`config.mk`:
```
export PLATFORM = sky130hd
export DESIGN_NAME = msq_alpha
export DESIGN_NICKNAME = d
export VERILOG_FILES = /design/src/sv/msq_alpha.sv
export SDC_FILE = /design/constraint.sdc
export NUM_CORES = 2
export LEC_CHECK = 0
export BUFFER_PORTS_ARGS = -buffer_cell sky130_fd_sc_hd__clkbuf_2
export CORE_MARGIN = 2
export CORE_UTILIZATION = 36
export CTS_CLUSTER_SIZE = 20
export DETAILED_ROUTE_END_ITERATION = 12
export HOLD_SLACK_MARGIN = 0.05
export MAX_ROUTING_LAYER = met4
export SETUP_SLACK_MARGIN = 0.4
export SLEW_MARGIN = 20
export SYNTH_ARGS = -nofsm -noshare
export SYNTH_HDL_FRONTEND = slang
export SYNTH_SLANG_ARGS = --single-unit
```
`constraint.sdc`:
```
create_clock -name i_clk -period 5.42 [get_ports i_clk]
set_clock_uncertainty 0.2 [all_clocks]
set_input_delay 0.813 -clock i_clk [delete_from_list [all_inputs] [get_ports i_clk]]
set_output_delay 0.813 -clock i_clk [all_outputs]
set_load 0.02 [all_outputs]
```
`src/sv/msq_alpha.sv`:
```
// Pipelined interpolation weight unit: alpha = |phi_a| / (|phi_a| + |phi_b|), one bit per stage.
module msq_alpha #(
    parameter int VALUE_WIDTH = 32,
    parameter int FRAC_BITS   = 16
) (
    input  logic                   i_clk,
    input  logic                   i_en,
    input  logic [VALUE_WIDTH-1:0] i_mag_a,
    input  logic [VALUE_WIDTH-1:0] i_mag_b,
    output logic [FRAC_BITS-1:0]   o_alpha
);
    localparam int MW   = VALUE_WIDTH;
    localparam int LIMB = 63 - FRAC_BITS;
    localparam int SMAX = (MW > LIMB) ? (MW - LIMB) : 0;
    localparam int SW   = (SMAX > 0) ? $clog2(SMAX + 1) : 1;
    localparam logic [63:0] LIM = 64'd1 << LIMB;
    localparam logic [FRAC_BITS:0] ONE   = (FRAC_BITS+1)'(1) << FRAC_BITS;
    localparam logic [FRAC_BITS:0] A_MIN =
        (FRAC_BITS+1)'(((64'd1 << FRAC_BITS) + 64'd99999) / 64'd100000);
    localparam logic [FRAC_BITS:0] A_MAX = ONE - A_MIN;
    localparam logic [FRAC_BITS-1:0] HALF = FRAC_BITS'(1) << (FRAC_BITS - 1);

    logic [SW-1:0]  sh;
    logic [MW-1:0]  na, nb;
    logic [MW:0]    n_sum;

    // joint halving of huge magnitudes
    always_comb begin
        sh = '0;
        for (int s = SMAX; s >= 0; s--) begin
            if ((64'(i_mag_a >> s) <= LIM) && (64'(i_mag_b >> s) <= LIM)) begin
                sh = SW'(s);
            end
        end
        na    = i_mag_a >> sh;
        nb    = i_mag_b >> sh;
        n_sum = {1'b0, na} + {1'b0, nb};
    end

    logic [MW-1:0]    r_na;
    logic [MW:0]      r_sum0;
    logic [MW:0]      r_sum [0:FRAC_BITS];
    logic [MW:0]      r_rem [0:FRAC_BITS];
    logic [FRAC_BITS:0] r_q [0:FRAC_BITS];
    logic [MW:0]      d_rem [0:FRAC_BITS];
    logic [FRAC_BITS:0] d_q [0:FRAC_BITS];

    // restoring division steps, quotient MSB first
    always_comb begin
        logic [MW+1:0] trial;
        logic [MW:0]   sv;
        logic          ge;
        for (int j = 0; j <= FRAC_BITS; j++) begin
            if (j == 0) begin
                trial = (MW+2)'(r_na);
                sv    = r_sum0;
            end else begin
                trial = {r_rem[j-1], 1'b0};
                sv    = r_sum[j-1];
            end
            ge       = trial >= {1'b0, sv};
            d_rem[j] = ge ? (MW+1)'(trial - {1'b0, sv}) : (MW+1)'(trial);
            if (j == 0) begin
                d_q[j] = (FRAC_BITS+1)'(ge);
            end else begin
                d_q[j] = {r_q[j-1][FRAC_BITS-1:0], ge};
            end
        end
    end

    always_ff @(posedge i_clk) begin
        if (i_en) begin
            r_na   <= na;
            r_sum0 <= n_sum;
            for (int j = 0; j <= FRAC_BITS; j++) begin
                r_sum[j] <= (j == 0) ? r_sum0 : r_sum[j-1];
                r_rem[j] <= d_rem[j];
                r_q[j]   <= d_q[j];
            end
        end
    end

    // zero-sum fallback and clamp
    always_comb begin
        if (r_sum[FRAC_BITS] == '0) begin
            o_alpha = HALF;
        end else if (r_q[FRAC_BITS] < A_MIN) begin
            o_alpha = FRAC_BITS'(A_MIN);
        end else if (r_q[FRAC_BITS] > A_MAX) begin
            o_alpha = FRAC_BITS'(A_MAX);
        end else begin
            o_alpha = r_q[FRAC_BITS][FRAC_BITS-1:0];
        end
    end

endmodule

```
### Word level (Yosys, flattened, before mapping)

Memory sizes are Yosys's and may differ from the RTL's.
Index checks and enable logic that the tools add are counted.

| word-level totals | value |
|---|---|
| register bits after elaboration | 65 |
| RAM bits | 1411 |
| logic and storage cells | 65 |
| memories | 3 |

Memory list:

| name | depth | width | rd ports | clocked after Yosys merged registers in | write ports | RTL line | RTL |
|---|---|---|---|---|---|---|---|
| r_rem | 17 | 33 | 16 | 0 | 17 | 43 | `logic [MW:0] r_rem [0:FRAC_BITS];` |
| r_sum | 17 | 33 | 17 | 0 | 17 | 42 | `logic [MW:0] r_sum [0:FRAC_BITS];` |
| r_q | 17 | 17 | 17 | 0 | 17 | 44 | `logic [FRAC_BITS:0] r_q [0:FRAC_BITS];` |

| operators by class | value |
|---|---|
| add/subtract/negate cells | 18 |
| $lt $le $gt $ge | 19 |
| multiplexer cells | 22 |
| reductions and logical operators | 1 |

Operator list:

| cell | number |
|---|---|
| 33-bit 2-to-1 mux | 17 |
| 34-bit by 33-bit greater-or-equal comparator with 1-bit output | 16 |
| 33-bit subtractor | 16 |
| 16-bit 2-to-1 mux | 3 |
| 32-bit by 32-bit adder with 33-bit output | 1 |
| 32-bit by 33-bit greater-or-equal comparator with 1-bit output | 1 |
| 33-bit logical NOT | 1 |
| 32-bit by 33-bit subtractor with 33-bit output | 1 |
| 17-bit by 16-bit greater-than comparator with 1-bit output (second input constant) | 1 |
| 17-bit by 1-bit less-than comparator with 1-bit output (second input constant) | 1 |
| 1-bit 2-to-1 mux | 2 |

### Logic depth before layout (Yosys ltp)

An unclocked memory read counts as a cell.

| logic depth | value |
|---|---|
| word-level depth | 5 |
| mapped depth | 15 |
| depth with buffers taken out | 13 |

### Worst setup path after synthesis

No wires, ideal clock.

| timing path | value |
|---|---|
| path type | input -> register |
| from | input i_mag_a[0] |
| to | register r_sum0[32], data pin |
| arrival time | 3.223 ns |
| path slack | 1.736 ns |
| stages on the path | 12 |
| buffers on the path | 0 |
| cells stage by stage | ha_1 -> fa_1 -> a21oi_1 -> o21bai_1 -> a211oi_1 -> nor3_1 -> or3_1 -> nand4_1 -> nand2_1 -> a21oi_1 -> o31ai_1 -> a311o_1 |

| between the ends | value |
|---|---|
| longest elaborated chain between the ends | 1 |

RTL lines:

| what | RTL line | RTL |
|---|---|---|
| start, declared | 8 | `input logic [VALUE_WIDTH-1:0] i_mag_a,` |
| 32-bit by 32-bit adder with 33-bit output | 37 | `n_sum = {1'b0, na} + {1'b0, nb};` |
| net n_sum[32] | 25 | `logic [MW:0] n_sum;` |
| end signal, assigned | 74 | `r_sum0 <= n_sum;` |
| end, declared | 41 | `logic [MW:0] r_sum0;` |

The timed path passes the listed nets, and every way through them passes these cells.
A chain may end at the register's enable or synchronous reset.

==> flow_metrics.tcl <==
set metrics [dict create \
    status "complete, no violations" \
    dp_hpwl_mm 127 \
    start_kind "flip-flop" \
    grt_max_degree 121 \
    nFillCells 19700 \
    cts_buffer_depth 3 \
    end_kind "flip-flop" \
    required_ns 5.74 \
    dr.pass1.iters 5 \
    rrSetupSlack_ns 0.98 \
    rows 168 \
    rr_worst_depth 9 \
    synth_area_leaders "edfxtp_1 52%, ha_1 9.7%, a21oi_1 4.3%, xnor2_1 3.6%, inv_1 3.4%" \
    tightest_slew_ns 1.04 \
    r2r_end "r_rem[0][101]$_DFFE_PP_" \
    use_met2_pct 29.2 \
    syn_area_mm2 0.0762 \
    seq_area_frac_synth_pct 51.5 \
    cts_sinks 1307 \
    drive_gt1_share_pct 9.49 \
    yosysTopAreaCell "edfxtp_1" \
    worstSetupEndpoint "r_rem[0][101]$_DFFE_PP_" \
    area_growth_pct 12.1 \
    drt_wl_total_mm 165 \
    tns_ns 0 \
    grt_pass1_vias 52400 \
    htree_levels 4 \
    gp_congestion 0.940 \
    critPathMaxFanout 41 \
    yosysWarnings 0 \
    p_leak_uw 0.0346 \
    fmaxAchievable_mhz 225 \
    grt_antenna_before_repair 2 \
    drtAntennaViolNets 0 \
    cts_tree "done" \
    setup_violations 0 \
    post-route-util_pct 40.6 \
    num_vias 50600 \
    relSlewSlack_pct 30.2 \
    grt_pass1_wl_mm 263 \
    hold_class "reg -> reg" \
    io_pins 82 \
    peakVddDrop_v 0.000359 \
    cts_inserted_buffers 151 \
    top_usage_layer "met2" \
    synthMostInstantiatedCell "edfxtp_1" \
    crit_type "reg -> reg" \
    report.final.hold_viol_count 0 \
    grt_overflow_total 0 \
    synthFlopType "edfxtp_1" \
    report.final.slew_viol_count 0 \
    avgSynthCellArea_um2 11.2 \
    grtUsageMet1_pct 14.5 \
    finalNonFillerCells 9909 \
    startpoint "r_rem[0][89]$_DFFE_PP_" \
    r2r_start "r_rem[0][89]$_DFFE_PP_" \
    synth_common_cells "1307 x edfxtp_1, 699 x inv_1, 651 x a21oi_1" \
    synth_cells 6801 \
    synth_edf_count 1307 \
    drt_iter0_drc 2247 \
    cts_root_buf "clkbuf_16" \
    p_per_area_mw_per_mm2 583 \
    pre_cts_ws_ns 1.03 \
    synth_fp_nets 7475 \
    port_buffers 81 \
    grt_use_total_pct 15.5 \
    rsz0062_at_grt "no" \
    start_util_pct 36.3 \
    die_x_um 464 \
    clk_latency_ns 0.80 \
    maxCapViolations 0 \
    netlist.area_leader.share_pct 51.5 \
    drc 0 \
    grtUsageMet3_pct 2.31 \
    placed_cells_incl_taps 9605 \
    final_nets 7660 \
    n_antenna_cell 0 \
    ys_types 87 \
    drt-vias-per-instance 5.10 \
    wl_per_cell_um 16.6 \
    async_reset_ff_share_pct 0 \
    ys_ff_latch 1307 \
    setup_ws_ns 0.980 \
    dieArea_mm2 0.215 \
    clk_pin_slew_ns 0.06 \
    post_cts_resize_count 0 \
    min_period_ns 4.44 \
    fin_crit_sh_pct 81.9 \
    fp.dieH_um 464 \
    arrival_ns 4.76 \
    core_region_area_mm2 0.210 \
]
## worst max-delay path, stage by stage (launching register included)
cell and delay [ns]:
edfxtp_1 0.45, ha_1 0.49, nand3_1 0.18, nor2_1 0.59, nand3_1 0.42, o311ai_0 0.53
o21ai_0 0.26, a22oi_2 0.17, buf_4 0.44, mux2_2 0.39
## worst min-delay path by stage
stage,from,slack [ns],cells after the start,end
2_1_floorplan,r_q[0][0]$_DFFE_PP_,0.20,0,r_q[0][18]$_DFFE_PP_
3_3_place_gp,r_q[3][19]$_DFFE_PP_,0.20,0,r_q[3][37]$_DFFE_PP_
3_5_place_dp,r_q[0][35]$_DFFE_PP_,0.20,0,r_q[0][53]$_DFFE_PP_
4_1_cts,i_mag_b[1],0.15,2,r_sum0[1]$_DFFE_PP_
5_1_grt,i_mag_b[1],0.17,2,r_sum0[1]$_DFFE_PP_
6_report,r_q[2][6]$_DFFE_PP_,0.19,0,r_q[2][24]$_DFFE_PP_
## logic make-up after synthesis
kind of cell | count (synthesis) | share of synthesized area, %
flip-flops | 1307 | 51.5
buffers and inverters | 856 | 4.32
AND/OR/NAND/NOR | 1423 | 8.97
adder cells (fa/ha/maj) | 608 | 10.2
AO/OA/AOI/OAI | 1863 | 15.5
XOR/XNOR | 473 | 5.44
multiplexers | 271 | 4.12
## registers in the layout (all words and copies together) (netlist names)
register	count
r_q	153
r_na	32
r_rem	528
r_sum	561
r_sum0	33
## metrics by stage
step | area, µm² | hold WS, ns | power [µW]
detailed placement | 80300 | 0.205 | 40100
global placement | 80300 | 0.203 | 39700
CTS | 85300 | 0.150 | 50100
floorplan | 76200 | 0.200 | 34400
global route | 85300 | 0.165 | 53400
finish | 85300 | 0.193 | 49800
## timing repair
item | CTS | global route
setup buffers | 0 | 0
hold endpoints to repair | 33 | 0
hold buffers | 33 | 0
## layout by cell type, fill, tap and decap left out, types with 40 or more instances in the layout
cell type,Yosys,final
nand2_1,330,330
nand2b_1,85,85
o21ai_0,345,345
o21a_1,92,92
a31oi_1,67,66
mux2_2,205,205
a21oi_1,651,651
o31ai_1,40,40
a21o_1,277,277
nor2_1,443,442
nand4_1,86,86
buf_4,0,60
xnor2_1,316,316
nor2b_1,92,92
xor2_1,157,157
edfxtp_1,1307,1307
nor3_1,67,67
inv_1,699,699
clkbuf_2,0,80
a211oi_1,56,56
o21bai_1,69,69
nand3_1,117,116
and3_1,51,51
clkbuf_16,0,154
ha_1,591,591
## area by class of cell
class | instances | area, µm² | area share [%]
clock inverters | 88 | 763 | 0.894
repair buffers | 189 | 1500 | 1.76
well taps | 2805 | 3510 | 4.11
clock buffers | 183 | 3960 | 4.64
multi-input cells | 4638 | 33700 | 39.5
inverters | 699 | 2620 | 3.07
flip-flops and latches | 1307 | 39200 | 46.0
## power by group
part           internal [µW]  switching [µW]
Sequential             15100            1410
Combinational          10500           13000
Clock                   5610            4100
## routing by layer
metal	routed length, µm	up-vias
met5	0	-
li1	-	25400
met2	87900	911
met3	4720	519
met4	11400	0
met1	60800	23700
Power figures use the tool's default switching activity.
