`src/sv/msq_pkg.sv`:
```
// Shared constants and triangle tables for the marching-squares cell triangulator.
package msq_pkg;

    localparam int NUM_CORNERS = 4;
    localparam int NUM_POINTS  = 8;
    localparam int MAX_VERTS   = 12;

    typedef logic [3:0] t_case;
    typedef logic [2:0] t_vcode;
    typedef logic [3:0] t_vidx;

    // number of vertices emitted for each case
    function automatic t_vidx f_count(input t_case c);
        t_vidx n;
        case (c)
            4'd0:    n = 4'd0;
            4'd1:    n = 4'd3;
            4'd2:    n = 4'd3;
            4'd3:    n = 4'd6;
            4'd4:    n = 4'd3;
            4'd5:    n = 4'd6;
            4'd6:    n = 4'd6;
            4'd7:    n = 4'd9;
            4'd8:    n = 4'd3;
            4'd9:    n = 4'd6;
            4'd10:   n = 4'd12;
            4'd11:   n = 4'd9;
            4'd12:   n = 4'd6;
            4'd13:   n = 4'd9;
            4'd14:   n = 4'd9;
            default: n = 4'd6;
        endcase
        return n;
    endfunction

    // point code of vertex k of a case: 0..3 corners, 4..7 crossings on edges 0..3
    function automatic t_vcode f_vert(input t_case c, input t_vidx k);
        logic [0:MAX_VERTS-1][2:0] l;
        t_vcode                    v;
        case (c)
            4'd1:    l = {3'd0, 3'd4, 3'd7, 27'd0};
            4'd2:    l = {3'd4, 3'd1, 3'd5, 27'd0};
            4'd3:    l = {3'd0, 3'd1, 3'd7, 3'd1, 3'd5, 3'd7, 18'd0};
            4'd4:    l = {3'd5, 3'd2, 3'd6, 27'd0};
            4'd5:    l = {3'd0, 3'd4, 3'd7, 3'd2, 3'd6, 3'd5, 18'd0};
            4'd6:    l = {3'd4, 3'd1, 3'd6, 3'd1, 3'd2, 3'd6, 18'd0};
            4'd7:    l = {3'd0, 3'd1, 3'd7, 3'd7, 3'd1, 3'd6, 3'd1, 3'd2, 3'd6, 9'd0};
            4'd8:    l = {3'd7, 3'd6, 3'd3, 27'd0};
            4'd9:    l = {3'd0, 3'd4, 3'd6, 3'd0, 3'd6, 3'd3, 18'd0};
            4'd10:   l = {3'd3, 3'd7, 3'd6, 3'd6, 3'd7, 3'd4,
                          3'd6, 3'd4, 3'd5, 3'd1, 3'd5, 3'd4};
            4'd11:   l = {3'd0, 3'd6, 3'd3, 3'd0, 3'd5, 3'd6, 3'd0, 3'd1, 3'd5, 9'd0};
            4'd12:   l = {3'd7, 3'd5, 3'd3, 3'd5, 3'd2, 3'd3, 18'd0};
            4'd13:   l = {3'd3, 3'd0, 3'd4, 3'd3, 3'd4, 3'd5, 3'd3, 3'd5, 3'd2, 9'd0};
            4'd14:   l = {3'd2, 3'd3, 3'd7, 3'd2, 3'd7, 3'd4, 3'd2, 3'd4, 3'd1, 9'd0};
            4'd15:   l = {3'd0, 3'd1, 3'd3, 3'd1, 3'd2, 3'd3, 18'd0};
            default: l = '0;
        endcase
        if (k < 4'(MAX_VERTS)) begin
            v = l[k];
        end else begin
            v = 3'd0;
        end
        return v;
    endfunction

endpackage

```
`src/sv/msq_vtx_if.sv`:
```
// Handshake channel carrying one triangle vertex item.
interface msq_vtx_if #(parameter int VALUE_WIDTH = 32);
    logic                          valid;
    logic                          ready;
    logic signed [VALUE_WIDTH-1:0] vertex_x;
    logic signed [VALUE_WIDTH-1:0] vertex_y;
    logic                          last_vertex;

    modport source (output valid, vertex_x, vertex_y, last_vertex, input ready);
    modport sink   (input valid, vertex_x, vertex_y, last_vertex, output ready);
endinterface

```
`src/sv/msq_emit.sv`:
```
// Vertex emitter: holds one triangulated cell and sends its vertex list one item per cycle while o_vtx is ready.
module msq_emit import msq_pkg::*; #(
    parameter int VALUE_WIDTH = 32
) (
    input  logic                                   i_clk,
    input  logic                                   i_rst_n,
    input  logic                                   i_vld,
    input  t_case                                  i_idx,
    input  logic [NUM_POINTS-1:0][VALUE_WIDTH-1:0] i_pts_x,
    input  logic [NUM_POINTS-1:0][VALUE_WIDTH-1:0] i_pts_y,
    output logic                                   o_take,
    msq_vtx_if.source                              o_vtx
);
    logic                                   r_busy;
    t_vidx                                  r_k, r_n;
    t_case                                  r_idx;
    logic [NUM_POINTS-1:0][VALUE_WIDTH-1:0] r_x, r_y;
    logic                                   fire, last;
    t_vcode                                 code;

    assign fire   = o_vtx.valid && o_vtx.ready;
    assign last   = (r_k == r_n - 4'd1);
    assign o_take = !r_busy || (fire && last);
    assign code   = f_vert(r_idx, r_k);

    assign o_vtx.valid       = r_busy;
    assign o_vtx.vertex_x    = r_x[code];
    assign o_vtx.vertex_y    = r_y[code];
    assign o_vtx.last_vertex = last;

    // load a new cell or step through the current list
    always_ff @(posedge i_clk) begin
        if (!i_rst_n) begin
            r_busy <= 1'b0;
            r_k    <= '0;
            r_n    <= '0;
            r_idx  <= '0;
        end else if (o_take) begin
            r_busy <= i_vld && (f_count(i_idx) != 4'd0);
            r_k    <= '0;
            r_n    <= f_count(i_idx);
            r_idx  <= i_idx;
        end else if (fire) begin
            r_k <= r_k + 4'd1;
        end
    end

    always_ff @(posedge i_clk) begin
        if (o_take) begin
            r_x <= i_pts_x;
            r_y <= i_pts_y;
        end
    end

    a_k_in_range: assert property (@(posedge i_clk) disable iff (!i_rst_n)
        r_busy |-> (r_k < r_n)) else $error("vertex index past count");
    a_step: assert property (@(posedge i_clk) disable iff (!i_rst_n)
        (fire && !last) |=> (r_busy && r_k == $past(r_k) + 4'd1))
        else $error("vertex run broken");
    a_count: assert property (@(posedge i_clk) disable iff (!i_rst_n)
        r_busy |-> (f_count(r_idx) == r_n && r_n != 4'd0))
        else $error("count does not match case");

endmodule
```
`src/flat_wrapper.sv`:
```
// flat-port wrapper written by rule: the top's interface ports become plain ports
module msq_emit_flat import msq_pkg::*;
#(
    parameter int VALUE_WIDTH = 32
)
  (i_clk, i_rst_n, i_vld, i_idx, i_pts_x, i_pts_y, o_take, o_vtx_valid, o_vtx_vertex_x, o_vtx_vertex_y, o_vtx_last_vertex, o_vtx_ready);
  msq_vtx_if #(.VALUE_WIDTH(VALUE_WIDTH)) o_vtx_i ();
  input  logic i_clk;
  input  logic i_rst_n;
  input  logic i_vld;
  input  t_case i_idx;
  input  logic [NUM_POINTS-1:0][VALUE_WIDTH-1:0] i_pts_x;
  input  logic [NUM_POINTS-1:0][VALUE_WIDTH-1:0] i_pts_y;
  output logic o_take;
  output wire logic [$bits(o_vtx_i.valid)-1:0] o_vtx_valid;
  output wire logic [$bits(o_vtx_i.vertex_x)-1:0] o_vtx_vertex_x;
  output wire logic [$bits(o_vtx_i.vertex_y)-1:0] o_vtx_vertex_y;
  output wire logic [$bits(o_vtx_i.last_vertex)-1:0] o_vtx_last_vertex;
  input wire logic [$bits(o_vtx_i.ready)-1:0] o_vtx_ready;
  assign o_vtx_valid = o_vtx_i.valid;
  assign o_vtx_vertex_x = o_vtx_i.vertex_x;
  assign o_vtx_vertex_y = o_vtx_i.vertex_y;
  assign o_vtx_last_vertex = o_vtx_i.last_vertex;
  assign o_vtx_i.ready = o_vtx_ready;
  msq_emit #(.VALUE_WIDTH(VALUE_WIDTH)) u_core (.i_clk(i_clk), .i_rst_n(i_rst_n), .i_vld(i_vld), .i_idx(i_idx), .i_pts_x(i_pts_x), .i_pts_y(i_pts_y), .o_take(o_take), .o_vtx(o_vtx_i));
endmodule
```
`config.mk`:
```
export PLATFORM = sky130hd
export DESIGN_NAME = msq_emit_flat
export DESIGN_NICKNAME = d
export VERILOG_FILES = /design/src/sv/msq_pkg.sv /design/src/sv/msq_vtx_if.sv /design/src/sv/msq_emit.sv /design/src/flat_wrapper.sv
export SDC_FILE = /design/constraint.sdc
export NUM_CORES = 1
export LEC_CHECK = 0
export BUFFER_PORTS_ARGS = -buffer_cell sky130_fd_sc_hd__buf_4
export CORE_MARGIN = 5
export CORE_UTILIZATION = 40
export DETAILED_ROUTE_END_ITERATION = 12
export PLACE_DENSITY = 0.75
export SLEW_MARGIN = 30
export SYNTH_ARGS = -nofsm -noshare
export SYNTH_HDL_FRONTEND = slang
export SYNTH_SLANG_ARGS = --single-unit
```
`constraint.sdc`:
```
create_clock -name i_clk -period 15.2 [get_ports i_clk]
set_clock_uncertainty 0.15 [all_clocks]
set_input_delay 4.56 -clock i_clk [delete_from_list [all_inputs] [get_ports i_clk]]
set_output_delay 4.56 -clock i_clk [all_outputs]
set_load 0.01 [all_outputs]
```
* Yosys cells after proc, flatten, opt, wreduce, memory -nomap -nowiden
Memory sizes are Yosys's and may differ from the RTL's. A register that Yosys moved wholly into a read port is not among the register bits.
Index checks and enable logic that the tools add are counted.
W data, S select, Z words.
** Cells by class
- Add/sub/neg operators :: 2
- Magnitude comparators :: 3
- Eq/ne operators :: 1
- Multiplexer cells :: 12
- Bitwise logic cells :: 2
- Reduce and logical (&&, ||, !) cells :: 8
** Operators by type and width (count)
- $bmux W32 S3 :: 2
- $mux W32 :: 2
- $mux W4 :: 4
- $bmux W3 S4 :: 1
- $mux W3 :: 3
- $ge A5 B5 Y1 const B :: 1
- $not A4 Y5 :: 1
- $add A4 B1 Y4 const B :: 1
- $eq A4 B4 Y1 :: 1
- $lt A3 B4 Y1 const B :: 1
- $lt A4 B4 Y1 const B :: 1
- $reduce_bool A4 Y1 :: 1
- $sub A4 B1 Y4 const B :: 1
- $logic_and A1 B1 Y1 :: 3
- $logic_not A1 Y1 :: 2
- $reduce_or A2 Y1 :: 1
- $logic_or A1 B1 Y1 :: 1
- $not A1 Y1 :: 1
** Word-level totals
- Flip-flop bits (word level) :: 521
- ROM bits :: 624
- Input bits :: 520
- Output and inout port bits :: 67
- Logic and storage cells :: 50
- Memories :: 3
** Memories
- (no name shown) :: words 16, width 31, read ports 1, clocked after memory_dff 1, wr ports 0, line msq_pkg.sv:40 : case (c)
- (no name shown) :: words 16, width 4, read ports 1, clocked after memory_dff 0, wr ports 0, line msq_pkg.sv:15 : case (c)
- (no name shown) :: words 16, width 4, read ports 1, clocked after memory_dff 1, wr ports 0, line msq_pkg.sv:15

* Logic depth before layout (Yosys ltp)
Gate-level depths: netlist (run 1).
- Depth after elaboration :: 8
- Gate-level depth with buffers :: 13
- Gate-level depth less buffers :: 13

* Worst setup path before layout (run 1)
OpenSTA, ideal clock, no wires.
- Path kind :: input to output
- Start :: input o_vtx_ready
- End :: output o_take
- Data arrival time :: 11.094 ns
- Required time :: 10.490 ns
- Setup slack :: -0.604 ns
- Cell stages on the path :: 4
- Buffers on the path :: 2
- Cell sequence :: clkbuf_1 a31oi_4 inv_4 buf_2
** On the way
- Word-level cells in the longest chain between the ends :: 3
** Ends and longest elaborated chain
- from (decl) :: line flat_wrapper.sv:19 : input wire logic [$bits(o_vtx_i.ready)-1:0] o_vtx_ready;
- $logic_and A1 B1 Y1 :: line msq_emit.sv:21 : assign fire = o_vtx.valid && o_vtx.ready;
- $logic_and A1 B1 Y1 :: line msq_emit.sv:23 : assign o_take = !r_busy || (fire && last);
- $logic_or A1 B1 Y1 :: line msq_emit.sv:23
- to (decl) :: line flat_wrapper.sv:14 : output logic o_take;
Every way passes these cells.

* Final worst setup path (run 1)
Ends and elaborated chain as after synthesis.

==> results.ini, run 1 <==
[synth]
synthesis.nets=2098
synthArstFlopShare_pct=0
ys_warn_count=0
yosysTopAreaCell=edfxtp_1
synth.yosys.seq_area_share_pct=74.0
synthesis.area_um2=21800
synth-edff-count=512
synthCells=1566
synth_cell_type_count=55
synth_most_common_cell=edfxtp_1
post_synth.cell_area_avg_um2=13.9
ys.flop_type=edfxtp_1
synth_top_area_share_pct=70.5
synth_common_cells=edfxtp_1 (512), nand2_1 (280), a21oi_1 (263)
synth_area_leaders=edfxtp_1 (70%), a21oi_1 (6.0%), nand2_1 (4.8%)
ys_seq_elements=550

[finish]
instances_no_fill=2870
area_delta_synth_final_pct=31.6
nets=2652
layout-drive-gt1-share_pct=32.6

[grt]
grt_max_degree=188
first_global_vias=15800
antenna_found_initial=13
grt_use_total_pct=20.7
overflow=0
grt_first_pass_wirelength_um=95400

[critical_path]
path_delay_family=buffers and inverters
required_ps=10490
worst_setup_path_start_kind=input pin
path_max_fanout=130
critPathMaxStageDelay_ps=450
crit_slowest_cell=a31oi_4
crit_top_cell=buf_4
cp_num_buf_inv=3
path_cells=buf_4 -> a31oi_4 -> inv_16 -> buf_4
end_kind=output port
path_class=in -> out
arrival_ps=5820

[clock_tree]
htreeDepth=2
clk_pin_slew_ps=50
cts_tree=built
hold_buffers=0
cts-root-buf=clkbuf_16
cts_resized=0
clock_latency_ps=600
numClockSinks=550
cts.path.max_buffers=3
numCtsBuffers=58
cts_setup_buffers=0

[pwr]
power.total_mw=3.87
power_density_nw_per_um2=135
p_leak_nw=11.5
ir_drop_uv=92.3

[place]
port_buffers=586
dp_hpwl_um=44900
place_congestion=0.890
placedCellCount=2754

[floorplan]
dieArea_um2=59300
dieWidth_um=244
std_cell_rows=85
start_util_pct=40.5
core_area_um2=53900
fp.dieH_um=244
io_pins=587

[detailed_routing]
antenna_left=0
drt_iter0_markers=1306
vias=15600
routed_wirelength_um=65400
vias_per_cell=5.44
wire_per_inst_um=22.8
drc=0
drtPass1Iterations=5

[job]
maxCapViolations=0

[timing]
hold_viol=0
finalSetupTns_ps=0
setup_viol=0
drv_slew=0
fin_crit_ps=10530
fmax_mhz=95.0
rsz0062_at_grt=no
slew_headroom_pct=34.3
fin_crit_sh_pct=69.3
worst_slew_pin_slew_ps=986

[hold_path]
hold_class=reg -> reg

[outcome]
status=finished, final reports clean

==> worst reg2reg max path: stages, from the launching register on <==
cell and delay [ps]:
dfxtp_1 550, xnor2_1 240, xor2_1 440, a31oi_4 320
inv_16 460, buf_4 790, buf_12 430, buf_16 460
==> final timing paths <==
check	slack [ps]	cells past startpoint	end	from
hold reg to reg	370	2	u_core.r_n[3]$_SDFFE_PN0P_	u_core.r_n[3]$_SDFFE_PN0P_
hold / removal	370	2	u_core.r_n[3]$_SDFFE_PN0P_	u_core.r_n[3]$_SDFFE_PN0P_
setup / recovery	4670	4	o_take	o_vtx_ready
setup reg to reg	10780	7	u_core.r_y[173]$_DFFE_PP_	u_core.r_k[3]$_SDFFE_PP0P_
==> logic make-up after synthesis <==
group | count (synthesis) | synth area share [%]
xor gates and xnor gates | 10 | 0.465
buffers and inverters | 134 | 2.68
DFF | 550 | 74.0
muxes | 22 | 1.34
adders and majority gates | 12 | 0.688
AOI/OAI and AO/OA | 501 | 14.6
and+or+nand+nor | 337 | 6.26
==> flip-flops by register name, indices dropped and copies added (netlist names), named ones only <==
name	count
u_core.r_x	256
u_core.r_k	4
u_core.r_idx	4
u_core.r_y	256
u_core.o_vtx.valid	1
u_core.r_n	4
==> stage by stage <==
stage               setup WS (ps)  util, %  instance area (um2)  hold slack (ps)
detailed placement           4720     49.7                26800              361
CTS                          4720     53.1                28600              368
floorplan                    1960        -                21800              329
global placement             4740     49.7                26800              353
finish                       4670     53.2                28700              368
global route                 4620     53.2                28700              403
==> area by class of cell <==
class                      instances  area [um2]
timing repair buffer             608        4630
tap                              696         871
multi-input combinational        882        5130
fill                            4384       25200
clock inverter                    25         256
antenna                            8        20.0
sequential                       550       16100
inverter                          20        93.8
clock buffer                      81        1570
==> per-layer routing <==
metal | up-vias | part of all wire, % | global-route usage (%) | wire length [um]
li1 | 7066 | - | - | -
met1 | 7582 | 37 | 25.7 | 24500
met2 | 780 | 50 | 34.9 | 32900
met3 | 166 | 7.9 | 4.65 | 5190
met4 | 10 | 4.3 | 9.06 | 2810
met5 | - | 0.099 | 0 | 65
==> cells in the final DEF (no fill, tap or decap), types with 5 or more instances in the layout <==
| cell | instances |
|---|---|
| xnor2_1 | 5 |
| dfxtp_1 | 38 |
| clkbuf_1 | 21 |
| nand3_1 | 9 |
| nand3b_1 | 5 |
| diode_2 | 8 |
| clkinv_2 | 6 |
| ha_1 | 12 |
| buf_4 | 601 |
| nand2_1 | 279 |
| edfxtp_1 | 512 |
| o21ai_0 | 9 |
| a21o_1 | 64 |
| a221oi_1 | 65 |
| a21oi_1 | 263 |
| clkbuf_16 | 59 |
| mux2i_1 | 15 |
| nor2_1 | 21 |
| o21ai_1 | 5 |
| clkinv_1 | 7 |
| inv_1 | 18 |
| a22oi_1 | 65 |
| nor2b_1 | 5 |
| inv_6 | 5 |
==> where the power goes <==
part	leakage, nW	switching [mW]	internal [mW]	total, mW
clock	0.887	0.584	0.791	1.37
sequential	5.47	0.0380	1.80	1.83
combinational	5.12	0.371	0.286	0.658
total	11.5	0.993	2.87	3.87
No activity file was read; power rests on OpenSTA's default activity.
==> run 2, diff against run 1 <==
--- a/config.mk
+++ b/config.mk
@@ -5,11 +5,12 @@
 export SDC_FILE = /design/constraint.sdc
 export NUM_CORES = 1
 export LEC_CHECK = 0
+export ABC_AREA = 1
 export BUFFER_PORTS_ARGS = -buffer_cell sky130_fd_sc_hd__buf_4
 export CORE_MARGIN = 5
 export CORE_UTILIZATION = 40
 export DETAILED_ROUTE_END_ITERATION = 12
-export PLACE_DENSITY = 0.75
+export PLACE_DENSITY = 0.74
 export SLEW_MARGIN = 30
 export SYNTH_ARGS = -nofsm -noshare
 export SYNTH_HDL_FRONTEND = slang
==> constraint.sdc (replaced) <==
create_clock -name i_clk -period 9.25 [get_ports i_clk]
set_clock_uncertainty 0.15 [all_clocks]
set_input_delay 2.775 -clock i_clk [delete_from_list [all_inputs] [get_ports i_clk]]
set_output_delay 2.775 -clock i_clk [all_outputs]
set_load 0.01 [all_outputs]
==> results.ini, run 2 <==
[critical_path]
rrSetupSlack_ps=5570  ; -5210 ps
endpoint=o_vtx_vertex_x[3]
cp_num_cells=11  ; +7
path_class=reg -> out
path_delay_family=simple AND/OR/NAND/NOR gates
path_max_fanout=117  ; -10%
arrival_ps=4310  ; -1510 ps
r2r_cells=11  ; +4
crit-reg2reg-launch=u_core.r_n[0]$_SDFFE_PN0P_
cp_num_buf_inv=2  ; -1
end_kind=output port
crit_slowest_cell=nand2_4
critPathMaxStageDelay_ps=730  ; +280 ps
cp-startpoint=u_core.r_k[0]$_SDFFE_PP0P_
crit_top_cell=nand2_1
path_cells=nor2_1 -> o31ai_1 -> nand3_4 -> nand2_4 -> buf_12 -> nand2_1 -> nand3_1 -> nand2_1 -> nand2_1 -> nand2_1 -> buf_4
required_ps=6330  ; -4160 ps
worst_setup_path_start_kind=flip-flop
rr_endpoint=u_core.r_y[247]$_DFFE_PP_

[synth]
synth_common_cells=nand2_1 (792), edfxtp_1 (512), nand3_1 (294)
synthesis.nets=2831  ; +35%
synthCells=2299  ; +47%
yosysTopAreaCell=edfxtp_1
synthesis.area_um2=24200  ; +11%
synth_top_area_share_pct=63.5  ; -7.0 points
ys.flop_type=edfxtp_1
post_synth.cell_area_avg_um2=10.5  ; -24%
synth.yosys.seq_area_share_pct=66.6  ; -7.4 points
ys_warn_count=0  ; unchanged
synth_area_leaders=edfxtp_1 (63%), nand2_1 (12%), nand3_1 (6.1%)
ys_seq_elements=550  ; unchanged
synth_cell_type_count=33  ; -40%
synth_most_common_cell=nand2_1
synth-edff-count=512  ; unchanged
synthArstFlopShare_pct=0  ; unchanged

[finish]
final_common_cell=nand2_1
instances_no_fill=3661  ; +28%
area_delta_synth_final_pct=28.5
reg_top3=u_core.r_x: 256 flops, u_core.r_y: 256 flops
final_cell_mix=nand2_1 (790), buf_4 (594), edfxtp_1 (512), nand3_1 (293), inv_1 (226)
layout-drive-gt1-share_pct=24.8  ; -7.8 points
nets=3359  ; +27%
fillerInstances=5265  ; +20%

[floorplan]
dieWidth_um=256  ; +5.2%
dieArea_um2=65600  ; +11%
fp.dieH_um=256  ; +5.2%
start_util_pct=40.3  ; -0.17 points
io_pins=587  ; unchanged
std_cell_rows=90  ; +5.9%
core_area_um2=60100  ; +12%

[clock_tree]
numCtsBuffers=57  ; -1.7%
numClockSinks=550  ; unchanged
cts_setup_buffers=0  ; unchanged
cts-root-buf=clkbuf_16
cts.path.max_buffers=3  ; unchanged
hold_buffers=0  ; unchanged
clk_pin_slew_ps=60  ; about the same
cts_tree=built
htreeDepth=2  ; unchanged
clock_latency_ps=580  ; -20 ps
cts_resized=0  ; unchanged

[detailed_routing]
routed_wirelength_um=68300  ; +4.4%
vias_per_cell=4.96  ; -8.8%
vias=18200  ; +16%
antenna_left=0  ; unchanged
wire_per_inst_um=18.7  ; -18%
drt_iter0_markers=1555  ; +19%
drtPass1Iterations=5  ; unchanged
drc=0  ; unchanged

[timing]
rsz0062_at_grt=no
hold_viol=0  ; unchanged
finalSetupTns_ps=0  ; unchanged
setup_viol=0  ; unchanged
worst_slew_pin_slew_ps=1020  ; +33.7 ps
fin_crit_sh_pct=78.2
slew_headroom_pct=32.0  ; -2.2 points
drv_slew=0  ; unchanged
fin_crit_ps=7230
hold-worst-slack_ps=342  ; -25.9 ps
fmax_mhz=138

[pwr]
power_density_nw_per_um2=213  ; +58%
p_leak_nw=14.1  ; +23%
power.internal_mw=4.83  ; +68%
switching_share_pct=27.2  ; +1.5 points
p_seq_share_pct=45.8  ; -1.6 points
ir_drop_uv=180  ; +95%
p_sw_mw=1.81  ; +82%
comb_power_share_pct=20.1  ; +3.1 points
pwr-share-clk_pct=34.0  ; -1.6 points

[place]
dp_hpwl_um=45600  ; +1.5%
placedCellCount=3549  ; +29%
place_congestion=0.854  ; -4.1%
port_buffers=586  ; unchanged

[grt]
first_global_vias=17500  ; +11%
grt_max_degree=192  ; +2.1%
grt_use_total_pct=19.8  ; -0.93 points
grt_first_pass_wirelength_um=102000  ; +7.0%
antenna_found_initial=6  ; -7
overflow=0  ; unchanged

[outcome]
status=finished, final reports clean

[job]
maxCapViolations=0  ; unchanged

[hold_path]
hold_class=reg -> reg

==> run 2: final cells by class <==
cell class	count	area (um2)	area share, %
multi-input combinational	1383	6670	21.4
clock buffer	70	1530	4.90
antenna	5	12.5	0.0402
tap	782	978	3.14
timing repair buffer	604	4630	14.9
clock inverter	36	319	1.02
inverter	231	867	2.78
sequential	550	16100	51.8
==> run 2: worst min path at each step <==
stage,start,to,slack (ps),cells after the start
finish,u_core.r_n[1]$_SDFFE_PN0P_,u_core.r_n[1]$_SDFFE_PN0P_,340,2
global route,u_core.r_n[1]$_SDFFE_PN0P_,u_core.r_n[1]$_SDFFE_PN0P_,350,2
CTS,u_core.r_n[1]$_SDFFE_PN0P_,u_core.r_n[1]$_SDFFE_PN0P_,350,2
detailed placement,u_core.r_n[1]$_SDFFE_PN0P_,u_core.r_n[1]$_SDFFE_PN0P_,340,2
global placement,u_core.r_n[1]$_SDFFE_PN0P_,u_core.r_n[1]$_SDFFE_PN0P_,340,2
floorplan,u_core.r_n[1]$_SDFFE_PN0P_,u_core.r_n[1]$_SDFFE_PN0P_,320,2
==> run 2: cells by family after synthesis <==
family                   after synthesis  share of synthesized area, %
AO/OA/AOI/OAI                         39                         0.909
XOR/XNOR                               8                         0.289
adder cells (fa/ha/maj)               12                         0.620
buffers and inverters                366                          6.16
flip-flops                           550                          66.6
AND/OR/NAND/NOR                     1324                          25.4
==> run 2: power by group through the flow <==
stage | registers (mW) | logic [mW] | clock network (mW)
floorplan | 3.09 | 0.768 | 0
global placement | 3.09 | 1.32 | 0
detailed placement | 3.10 | 1.33 | 0
CTS | 3.05 | 1.34 | 2.31
global route | 3.06 | 1.47 | 2.41
finish | 3.04 | 1.34 | 2.26
==> run 2: worst register-to-register path, delay by kind of cell, from the launching register on <==
kind	cells	cell delay [ps]
fa+ha+maj	1	310
flops	1	370
buf+inv	4	1420
simple gates	6	810
==> run 2: metrics by stage <==
stage | cell area, um2 | worst slack [ps] | util (%) | power [mW]
2_1_floorplan | 24200 | 894 | - | 3.85
6_report | 31100 | 2020 | 51.8 | 6.64
4_1_cts | 31100 | 2030 | 51.7 | 6.70
5_1_grt | 31100 | 1790 | 51.8 | 6.94
3_3_place_gp | 29200 | 2710 | 48.6 | 4.41
3_5_place_dp | 29200 | 2700 | 48.6 | 4.43
==> run 2: routing by layer <==
metal	share of wire (%)	track usage, %
met2	49	33.0
met5	0.019	0
met1	38	24.7
met3	8.1	4.74
met4	4.4	8.59
